[src/fhp_pkg.sv]
package fhp_pkg;

  localparam int FEAT_W = 16;
  localparam int DIM_W = 5;
  localparam int OUT_W = 24;
  localparam int POLE_W = 15;

  localparam int NUM_DIMS_DEFAULT = 32;
  localparam logic [POLE_W-1:0] POLE_RESET = POLE_W'(31785);

  // product of the pole and the last output, and the rounding offset for q15
  localparam int PROD_W = POLE_W + 1 + OUT_W;
  localparam int FRAC_SHIFT = 15;
  localparam int ROUND_HALF = 16384;
  localparam int FB_W = PROD_W - FRAC_SHIFT;
  localparam int ACC_W = FB_W + 1;

  localparam logic signed [OUT_W-1:0] OUT_MAX = {1'b0, {(OUT_W-1){1'b1}}};
  localparam logic signed [OUT_W-1:0] OUT_MIN = {1'b1, {(OUT_W-1){1'b0}}};

  typedef struct packed {
    logic signed [FEAT_W-1:0] feature;
    logic [DIM_W-1:0]         dim_index;
    logic                     first_frame;
  } in_item_t;

  typedef struct packed {
    logic signed [OUT_W-1:0] filtered;
    logic [DIM_W-1:0]        dim_out;
    logic                    saturated;
  } out_item_t;

  typedef struct packed {
    logic signed [FEAT_W-1:0] last_input;
    logic signed [OUT_W-1:0]  last_output;
  } hist_t;

endpackage

[src/fhp_hist.sv]
module fhp_hist import fhp_pkg::*; #(
  parameter int NUM_DIMS = NUM_DIMS_DEFAULT,
  localparam int AW = (NUM_DIMS > 1) ? $clog2(NUM_DIMS) : 1
) (
  input  logic          clk,
  input  logic          rst,
  input  logic          rd_en,
  input  logic [AW-1:0] rd_addr,
  output hist_t         rd_data,
  input  logic          wr_en,
  input  logic [AW-1:0] wr_addr,
  input  hist_t         wr_data
);

  hist_t mem [NUM_DIMS];
  logic [NUM_DIMS-1:0] valid;

  always_ff @(posedge clk) begin
    if (wr_en) begin
      mem[wr_addr] <= wr_data;
    end
  end

  // an entry never written since reset reads as zero history
  always_ff @(posedge clk) begin
    if (rst) begin
      valid <= '0;
    end else if (wr_en) begin
      valid[wr_addr] <= 1'b1;
    end
  end

  // bypass the write of the same cycle so back-to-back items of one dimension chain
  always_ff @(posedge clk) begin
    if (rd_en) begin
      if (wr_en && (wr_addr == rd_addr)) begin
        rd_data <= wr_data;
      end else if (valid[rd_addr]) begin
        rd_data <= mem[rd_addr];
      end else begin
        rd_data <= '0;
      end
    end
  end

endmodule

[src/feature_highpass_filter.sv]
// Per-dimension first-order high-pass filter for feature frames:
// y = x - x_prev + pole * y_prev, one filter state per dimension.
// Input channel: in_valid / in_stall / in_data carries one element (feature,
// dim_index, first_frame). Output channel: out_valid / out_stall / out_data
// carries the filtered element, the echoed dimension and a saturation flag.
// An item is taken at a clock edge with valid high and stall low.
// The user must write the pole (q15) through cfg_wr_en / cfg_wr_data only while
// idle; the block does not enforce it. Items pass the working stage, then out_data.
// Throughput: one item per cycle while out_stall is low, also for runs of one
// dimension; the history memory read is registered and the write of the item
// ahead is bypassed, so the multiply, add and clip sit in one stage.
// When out_stall holds the result register, one more item is still taken into
// the working stage; after that in_stall rises until the result drains.
// Synchronous reset sets the pole to 31785 and clears all histories at once
// (per-entry valid bits), so an item can be sent on the first cycle after rst.
// A first-frame item passes through and seeds its dimension's history; an
// item whose dimension is at or above NUM_DIMS passes through untouched.
module feature_highpass_filter import fhp_pkg::*; #(
  parameter int NUM_DIMS = NUM_DIMS_DEFAULT
) (
  input  logic              clk,
  input  logic              rst,
  input  logic              in_valid,
  output logic              in_stall,
  input  in_item_t          in_data,
  output logic              out_valid,
  input  logic              out_stall,
  output out_item_t         out_data,
  input  logic              cfg_wr_en,
  input  logic [POLE_W-1:0] cfg_wr_data
);

  localparam int AW = (NUM_DIMS > 1) ? $clog2(NUM_DIMS) : 1;

  logic [POLE_W-1:0] pole;
  logic              work_valid;
  in_item_t          work;
  hist_t             hist;

  logic in_accept;
  logic work_adv;
  logic in_range;
  hist_t hist_wr;

  logic signed [POLE_W:0]   pole_s;
  logic signed [PROD_W-1:0] prod;
  logic signed [PROD_W-1:0] prod_rnd;
  logic signed [FB_W-1:0]   fb;
  logic signed [ACC_W-1:0]  acc;
  logic signed [OUT_W-1:0]  feat_ext;
  logic signed [OUT_W-1:0]  y;
  logic                     sat;
  out_item_t                result;

  assign work_adv  = work_valid && (!out_valid || !out_stall);
  assign in_stall  = work_valid && !work_adv;
  assign in_accept = in_valid && !in_stall;

  always_ff @(posedge clk) begin
    if (rst) begin
      pole <= POLE_RESET;
    end else if (cfg_wr_en) begin
      pole <= cfg_wr_data;
    end
  end

  always_ff @(posedge clk) begin
    if (rst) begin
      work_valid <= 1'b0;
    end else if (in_accept) begin
      work_valid <= 1'b1;
    end else if (work_adv) begin
      work_valid <= 1'b0;
    end
  end

  always_ff @(posedge clk) begin
    if (in_accept) begin
      work <= in_data;
    end
  end

  fhp_hist #(
    .NUM_DIMS(NUM_DIMS)
  ) u_hist (
    .clk     (clk),
    .rst     (rst),
    .rd_en   (in_accept),
    .rd_addr (AW'(in_data.dim_index)),
    .rd_data (hist),
    .wr_en   (work_adv && in_range),
    .wr_addr (AW'(work.dim_index)),
    .wr_data (hist_wr)
  );

  assign in_range = 32'(work.dim_index) < NUM_DIMS;

  // feedback term rounded to nearest, ties toward plus infinity
  assign pole_s   = signed'({1'b0, pole});
  assign prod     = pole_s * hist.last_output;
  assign prod_rnd = prod + PROD_W'(ROUND_HALF);
  assign fb       = prod_rnd[PROD_W-1:FRAC_SHIFT];
  assign acc      = ACC_W'(work.feature) - ACC_W'(hist.last_input) + ACC_W'(fb);
  assign feat_ext = OUT_W'(work.feature);

  always_comb begin
    y   = feat_ext;
    sat = 1'b0;
    if (in_range && !work.first_frame) begin
      if ((&acc[ACC_W-1:OUT_W-1]) || !(|acc[ACC_W-1:OUT_W-1])) begin
        y = acc[OUT_W-1:0];
      end else begin
        y   = acc[ACC_W-1] ? OUT_MIN : OUT_MAX;
        sat = 1'b1;
      end
    end
  end

  always_comb begin
    hist_wr.last_input  = work.feature;
    hist_wr.last_output = y;
    result.filtered     = y;
    result.dim_out      = work.dim_index;
    result.saturated    = sat;
  end

  always_ff @(posedge clk) begin
    if (rst) begin
      out_valid <= 1'b0;
    end else if (work_adv) begin
      out_valid <= 1'b1;
    end else if (!out_stall) begin
      out_valid <= 1'b0;
    end
  end

  always_ff @(posedge clk) begin
    if (work_adv) begin
      out_data <= result;
    end
  end

`ifndef SYNTHESIS
  a_sat_at_limit: assert property (@(posedge clk) disable iff (rst)
    out_valid && out_data.saturated |->
      (out_data.filtered == OUT_MAX) || (out_data.filtered == OUT_MIN))
    else $error("saturated result not at a range limit");

  a_first_passes: assert property (@(posedge clk) disable iff (rst)
    work_adv && work.first_frame |=>
      !out_data.saturated && (out_data.filtered == $past(feat_ext)))
    else $error("first frame item not passed through");

  a_empty_takes: assert property (@(posedge clk) disable iff (rst)
    !work_valid |-> !in_stall)
    else $error("input stalled with an empty working stage");

  a_no_drop: assert property (@(posedge clk) disable iff (rst)
    out_valid && out_stall |=> out_valid && $stable(out_data))
    else $error("held result lost or changed");
`endif

endmodule
[config.mk]
export PLATFORM = sky130hd
export DESIGN_NAME = feature_highpass_filter
export DESIGN_NICKNAME = d
export VERILOG_FILES = /design/src/fhp_pkg.sv /design/src/fhp_hist.sv /design/src/feature_highpass_filter.sv
export SDC_FILE = /design/constraint.sdc
export NUM_CORES = 2
export LEC_CHECK = 0
export ABC_AREA = 1
export BUFFER_PORTS_ARGS = -buffer_cell sky130_fd_sc_hd__buf_2
export CORE_MARGIN = 2
export CORE_UTILIZATION = 60
export DETAILED_ROUTE_END_ITERATION = 10
export PLACE_DENSITY = 0.76
export SYNTH_ARGS = -nofsm -noshare
export SYNTH_HDL_FRONTEND = slang
export SYNTH_SLANG_ARGS = --single-unit
[constraint.sdc]
create_clock -name clk -period 13 [get_ports clk]
set_input_delay 0.65 -clock clk [delete_from_list [all_inputs] [get_ports clk]]
set_output_delay 0.65 -clock clk [all_outputs]
set_load 0.02 [all_outputs]
Yosys cells after proc, flatten, opt, wreduce, memory -nomap -nowiden --
Memories as Yosys holds them, arrays and structs flattened. Cells that the tools add are included.
Cells by class: add/sub/neg operators 3, $mul 1, magnitude comparators 3, eq/ne operators 2, muxes and demuxes 16, bitwise gates (word level) 1, reduce and logical (&&, ||, !) cells 15
Operators by type and width (number):
- $mux 40 | 2
- $mux 24 | 3
- $add 40x16->40 const B | 1
- $mul 16x24->40 | 1
- $or 32x32->32 | 1
- $add 17x25->26 | 1
- $sub 16x16->17 | 1
- $lt 5x6->1 const B | 2
- $mux 1 | 9
- $bmux 1 s5 | 1
- $demux 1 s5 | 1
- $eq 5x5->1 | 1
- $ge 5x1->1 const B | 1
- $logic_and 1x1->1 | 5
- $logic_not 1->1 | 5
- $reduce_and 3->1 | 1
- $reduce_or 3->1 | 1
- $logic_or 1x1->1 | 2
- $ne 2x1->1 const B | 1
- $reduce_bool 2->1 | 1
Word-level totals: flip-flop bits (word level) 141, RAM bits 1280, input port bits 42, output and inout bits 32, word-level logic and storage cells 54, memories kept 1
Memory list:
- u_hist.mem | words 32, bits a word 40, read ports 1, clocked after memory_dff 0, write ports 1, RTL line fhp_hist.sv:15 | hist_t mem [NUM_DIMS];

Depth between registers and ports, before layout --
word-level depth 9, depth in mapped cells 44, depth with buffers taken out 41

By module --
Synthesis repeated with hierarchy kept, for this count alone.
Unflattened totals: cell total of the unflattened synthesis 7796, area total of the unflattened synthesis 76129.3 um^2
By module, submodules not included:
- fhp_hist | times used 1, cells each 5351, area an instance 57037.2 um^2, seq. area each 40278.6 um^2
- feature_highpass_filter | times used 1, cells each 2445, area an instance 19092.1 um^2, seq. area each 1901.8 um^2

Worst setup path after synthesis --
Ideal clock, no wire load.
path kind register to register, start reg pole[2], end reg out_data[8] in the netlist's numbering, data pin, arrival 8.780 ns, required time 12.527 ns, slack 3.747 ns, stages on the path, launching flop included 35, path buffers 3, period minus slack after synthesis 9.253 ns, path through dfxtp_1 -> clkbuf_1 -> clkbuf_1 -> nand2_1 -> fa_1 -> fa_1 -> inv_1 -> fa_1 -> fa_1 -> fa_1 -> inv_1 -> fa_1 -> inv_1 -> ha_1 -> a21oi_1 -> o21a_1 -> a21boi_0 -> nor2_1 -> nor2_1 -> nand3_1 -> xor2_1 -> fa_1 -> inv_1 -> ha_1 -> a21o_1 -> nor2_1 -> nand2_1 -> a21oi_1 -> nand2_1 -> nand2_1 -> nand2_1 -> nand2_1 -> buf_4 -> nand2_1 -> a21boi_0
RTL lines:
- from (decl) | RTL line feature_highpass_filter.sv:35 | logic [POLE_W-1:0] pole;
- from (signal assigned) | RTL line feature_highpass_filter.sv:63 | pole <= cfg_wr_data;
- to (signal assigned) | RTL line feature_highpass_filter.sv:139 | out_data <= result;
- to (decl) | RTL line feature_highpass_filter.sv:28 | output out_item_t out_data,

==> results by group <==
Run status
  • Status: completed

Routing
  • Routed vias: 50.17k
  • Met3 Routed Length: 24480 um
  • Vias per Instance: 6.371
  • Wl on met1: 74160 um
  • Avg WL per Cell: 25.93 um
  • DRT antenna net count: 0
  • DRC: 0
  • DR top layer: met5
  • Iteration-0 DRC Markers: 7304
  • Final WL: 204200 um
  • Drt first pass iters: 6
  • Length of routed met2 wiring: approximately 95000 um

Timing
  • Final Hold Vio Count: 0
  • Setup TNS: 0 ns
  • Relative slew slack: 10.47%
  • Unrepaired setup endpoints after global routing: false
  • Final min period: 10.79 ns
  • Slew Limit Fails: 0
  • Clk_skew: 0.03722 ns
  • Worst Tran Pin Value: 1.335 ns
  • Tcrit/Tclk final: 83.03%
  • Upper clock frequency limit: 92.65 MHz
  • Hold WS: 0.05501 ns
  • # setup viols final: 0

Critical path
  • CP endpoint: u_hist.mem[11][2]
  • Arrival time worst endpoint: 11.20 ns
  • CP most frequent cell: nand2_1
  • Reg-to-Reg End: u_hist.mem[11][2]
  • Crit-path leading delay family: adder cells
  • CP Buf/Inv Count: 6
  • Crit path launch type: flip-flop
  • Slowest-stage cell, CP: a21boi_2
  • Crit Reg-Reg Startpoint: pole[8]
  • CP Capture Type: flip-flop
  • CP Depth: 34
  • Critical path class: reg2reg
  • Largest stage delay on the critical path: 1.01 ns
  • Launch point of the worst path: pole[8]
  • R2r setup slk: 2.21 ns
  • CP Max Fanout: 33
  • CP Data Required Time: 13.40 ns
  • Worst-case reg-to-reg path depth: 34

Placed design
  • GPL Wtd Cong: 0.9803
  • DP Area: 73520 um2
  • DP HPWL: around 120000 um
  • Number of port buffers: 73

Yosys
  • Ys Warns: 0
  • Avg Cell Area, Syn: around 11 um2
  • EDFF count, synth: 1372
  • Top FF cell, synth: edfxtp_1
  • Count leader, synth: edfxtp_1
  • Synth async-reset ratio: 0%
  • Cell taking the most area after synthesis: edfxtp_1
  • Register area share after synthesis: 58.96%
  • Synth top cells by count: 1372 x edfxtp_1, 890 x nor2_1, 774 x inv_1
  • Yosys cell types: 39
  • Syn Inst Count: 6284
  • Area of the mapped netlist: 71530 um2
  • Area share of the largest cell type after synthesis: 57.59%
  • Synth area leaders: edfxtp_1 58%, fa_1 10%, o21ai_0 4.9%
  • Syn Nets: 6844
  • Yosys reg bits: 1421

CTS
  • Clock latency on the worst-skew pair: 0.80 ns
  • CTS tree: built
  • H-tree levels: 4
  • CTS Buf Count: 141
  • Root Driver: clkbuf_16
  • Clock-pin slew on the worst setup and hold paths: 0.07 ns
  • Clk sinks: 1421
  • CTS max path bufs: 3

Hold path
  • Worst hold path class: in2reg

Floorplan
  • Die area: around 120000 um2
  • Height of the die: approximately 350 um
  • Core area: 118100 um2
  • Initial Utilization: 60.58%
  • Die X-Extent: 349.3 um
  • Num ports: between 70 and 80
  • Row count: 126

Cells and area
  • Fillers: 8365
  • Fin util: between 60% and 70%
  • Design area: 78000 um2
  • Synth-to-layout area growth: 9.041%
  • Reg area: between 40000 and 50000 um2
  • Share of cells above drive strength 1: 6.928%
  • Multi-input gate area: between 20000 and 30000 um2
  • Final nets: 6793

GRT
  • Vias in the first global route: 49.28k
  • Largest net degree at the start of global routing: 177
  • First-pass GRT wire length: slightly above 300000 um
  • Global Route Usage Sum: around a third
  • Gr ovfl total: 0
  • Initial antenna violation count: 8

Flow run
  • Max cap viols: 0
==> how the worst min path moves through the flow <==
stage                     startpoint          endpoint  slack, ns  depth (start not counted)
floorplan           u_hist.valid[11]  u_hist.valid[11]       0.43                          2
global placement     u_hist.valid[9]   u_hist.valid[9]       0.44                          2
detailed placement  u_hist.valid[19]  u_hist.valid[19]       0.45                          2
CTS                      in_data[19]      feat_ext[13]      0.002                          1
global route              in_data[9]       feat_ext[3]       0.04                          1
finish                   in_data[18]      feat_ext[12]       0.06                          1
==> per-layer routing <==
layer,track usage [%],vias up
met4,16.18,8
met1,45.00,24570
met5,0,-
li1,-,21610
met3,7.883,606
met2,53.10,3379
==> state kept, by name, indices dropped and copies added, names as in the netlist, 5 cells and up <==
| name | cells |
|---|---|
| result | 5 |
| u_hist.mem | 1280 |
| u_hist.rd_data | 40 |
| feat_ext | 16 |
| out_data | 30 |
| u_hist.valid | 32 |
| pole | 15 |
==> kinds of logic after synthesis <==
group,count (synthesis),share of synthesized area [%]
AOI/OAI and AO/OA,1206,10.30
buffers and inverters,1151,6.186
DFF,1421,58.96
and+or+nand+nor,1935,10.92
adders and majority gates,518,12.99
xor gates and xnor gates,53,0.6489
==> what timing repair did <==
item / CTS / global route
buffers inserted: 0 / 0
hold buffers: 1 / 0
gates resized for setup: 0 / 0
endpoints found under the hold margin: 1 / 0
==> cells in the final DEF (no fill, tap or decap), types with 4 or more instances in the layout <==
cell / Yosys / routed
clkinv_2: 0 / 13
ha_1: 144 / 144
o21a_1: 4 / 4
clkbuf_1: 296 / 34
nor3_1: 22 / 22
o21ai_0: 704 / 704
buf_2: 48 / 69
dfxtp_1: 49 / 49
inv_6: 0 / 6
fa_1: 374 / 374
a21oi_1: 76 / 67
xnor2_1: 19 / 19
xor2_1: 34 / 34
o21bai_1: 5 / 5
nand2_1: 679 / 679
edfxtp_1: 1372 / 1372
inv_1: 774 / 769
o21ai_1: 10 / 10
a31oi_1: 9 / 9
nand2_2: 5 / 5
buf_4: 8 / 107
nor2_4: 0 / 33
nor2_1: 890 / 857
nor4_1: 4 / 4
o22ai_1: 44 / 44
o211ai_1: 52 / 52
clkbuf_16: 0 / 146
o221ai_1: 276 / 276
clkinv_1: 1 / 30
a21oi_2: 0 / 9
nand3_1: 280 / 279
bufinv_16: 0 / 10
a21boi_2: 0 / 15
a21o_1: 6 / 6
nand4_1: 49 / 49
==> final cells by class <==
cell class | instances | share of cell area, %
flip-flops and latches | 1421 | 54.08
clock inverters | 67 | 0.8790
inverters | 776 | 3.762
repair buffers | 181 | 1.567
well taps | 1536 | 2.464
diodes | 2 | 0.006416
clock buffers | 180 | 4.847
multi-input cells | 3712 | 32.40
==> through the flow <==
stage | setup slack (ns) | std cells
2_1_floorplan | 3.747 | 6284
3_3_place_gp | 2.580 | 7625
3_5_place_dp | 2.415 | 7625
4_1_cts | 2.325 | 7873
5_1_grt | 1.641 | 7875
6_report | 2.207 | 7875
Power is left out: the tool's default activity adds up to more than one toggle a clock period on the data nets, which glitch-free logic cannot reach.
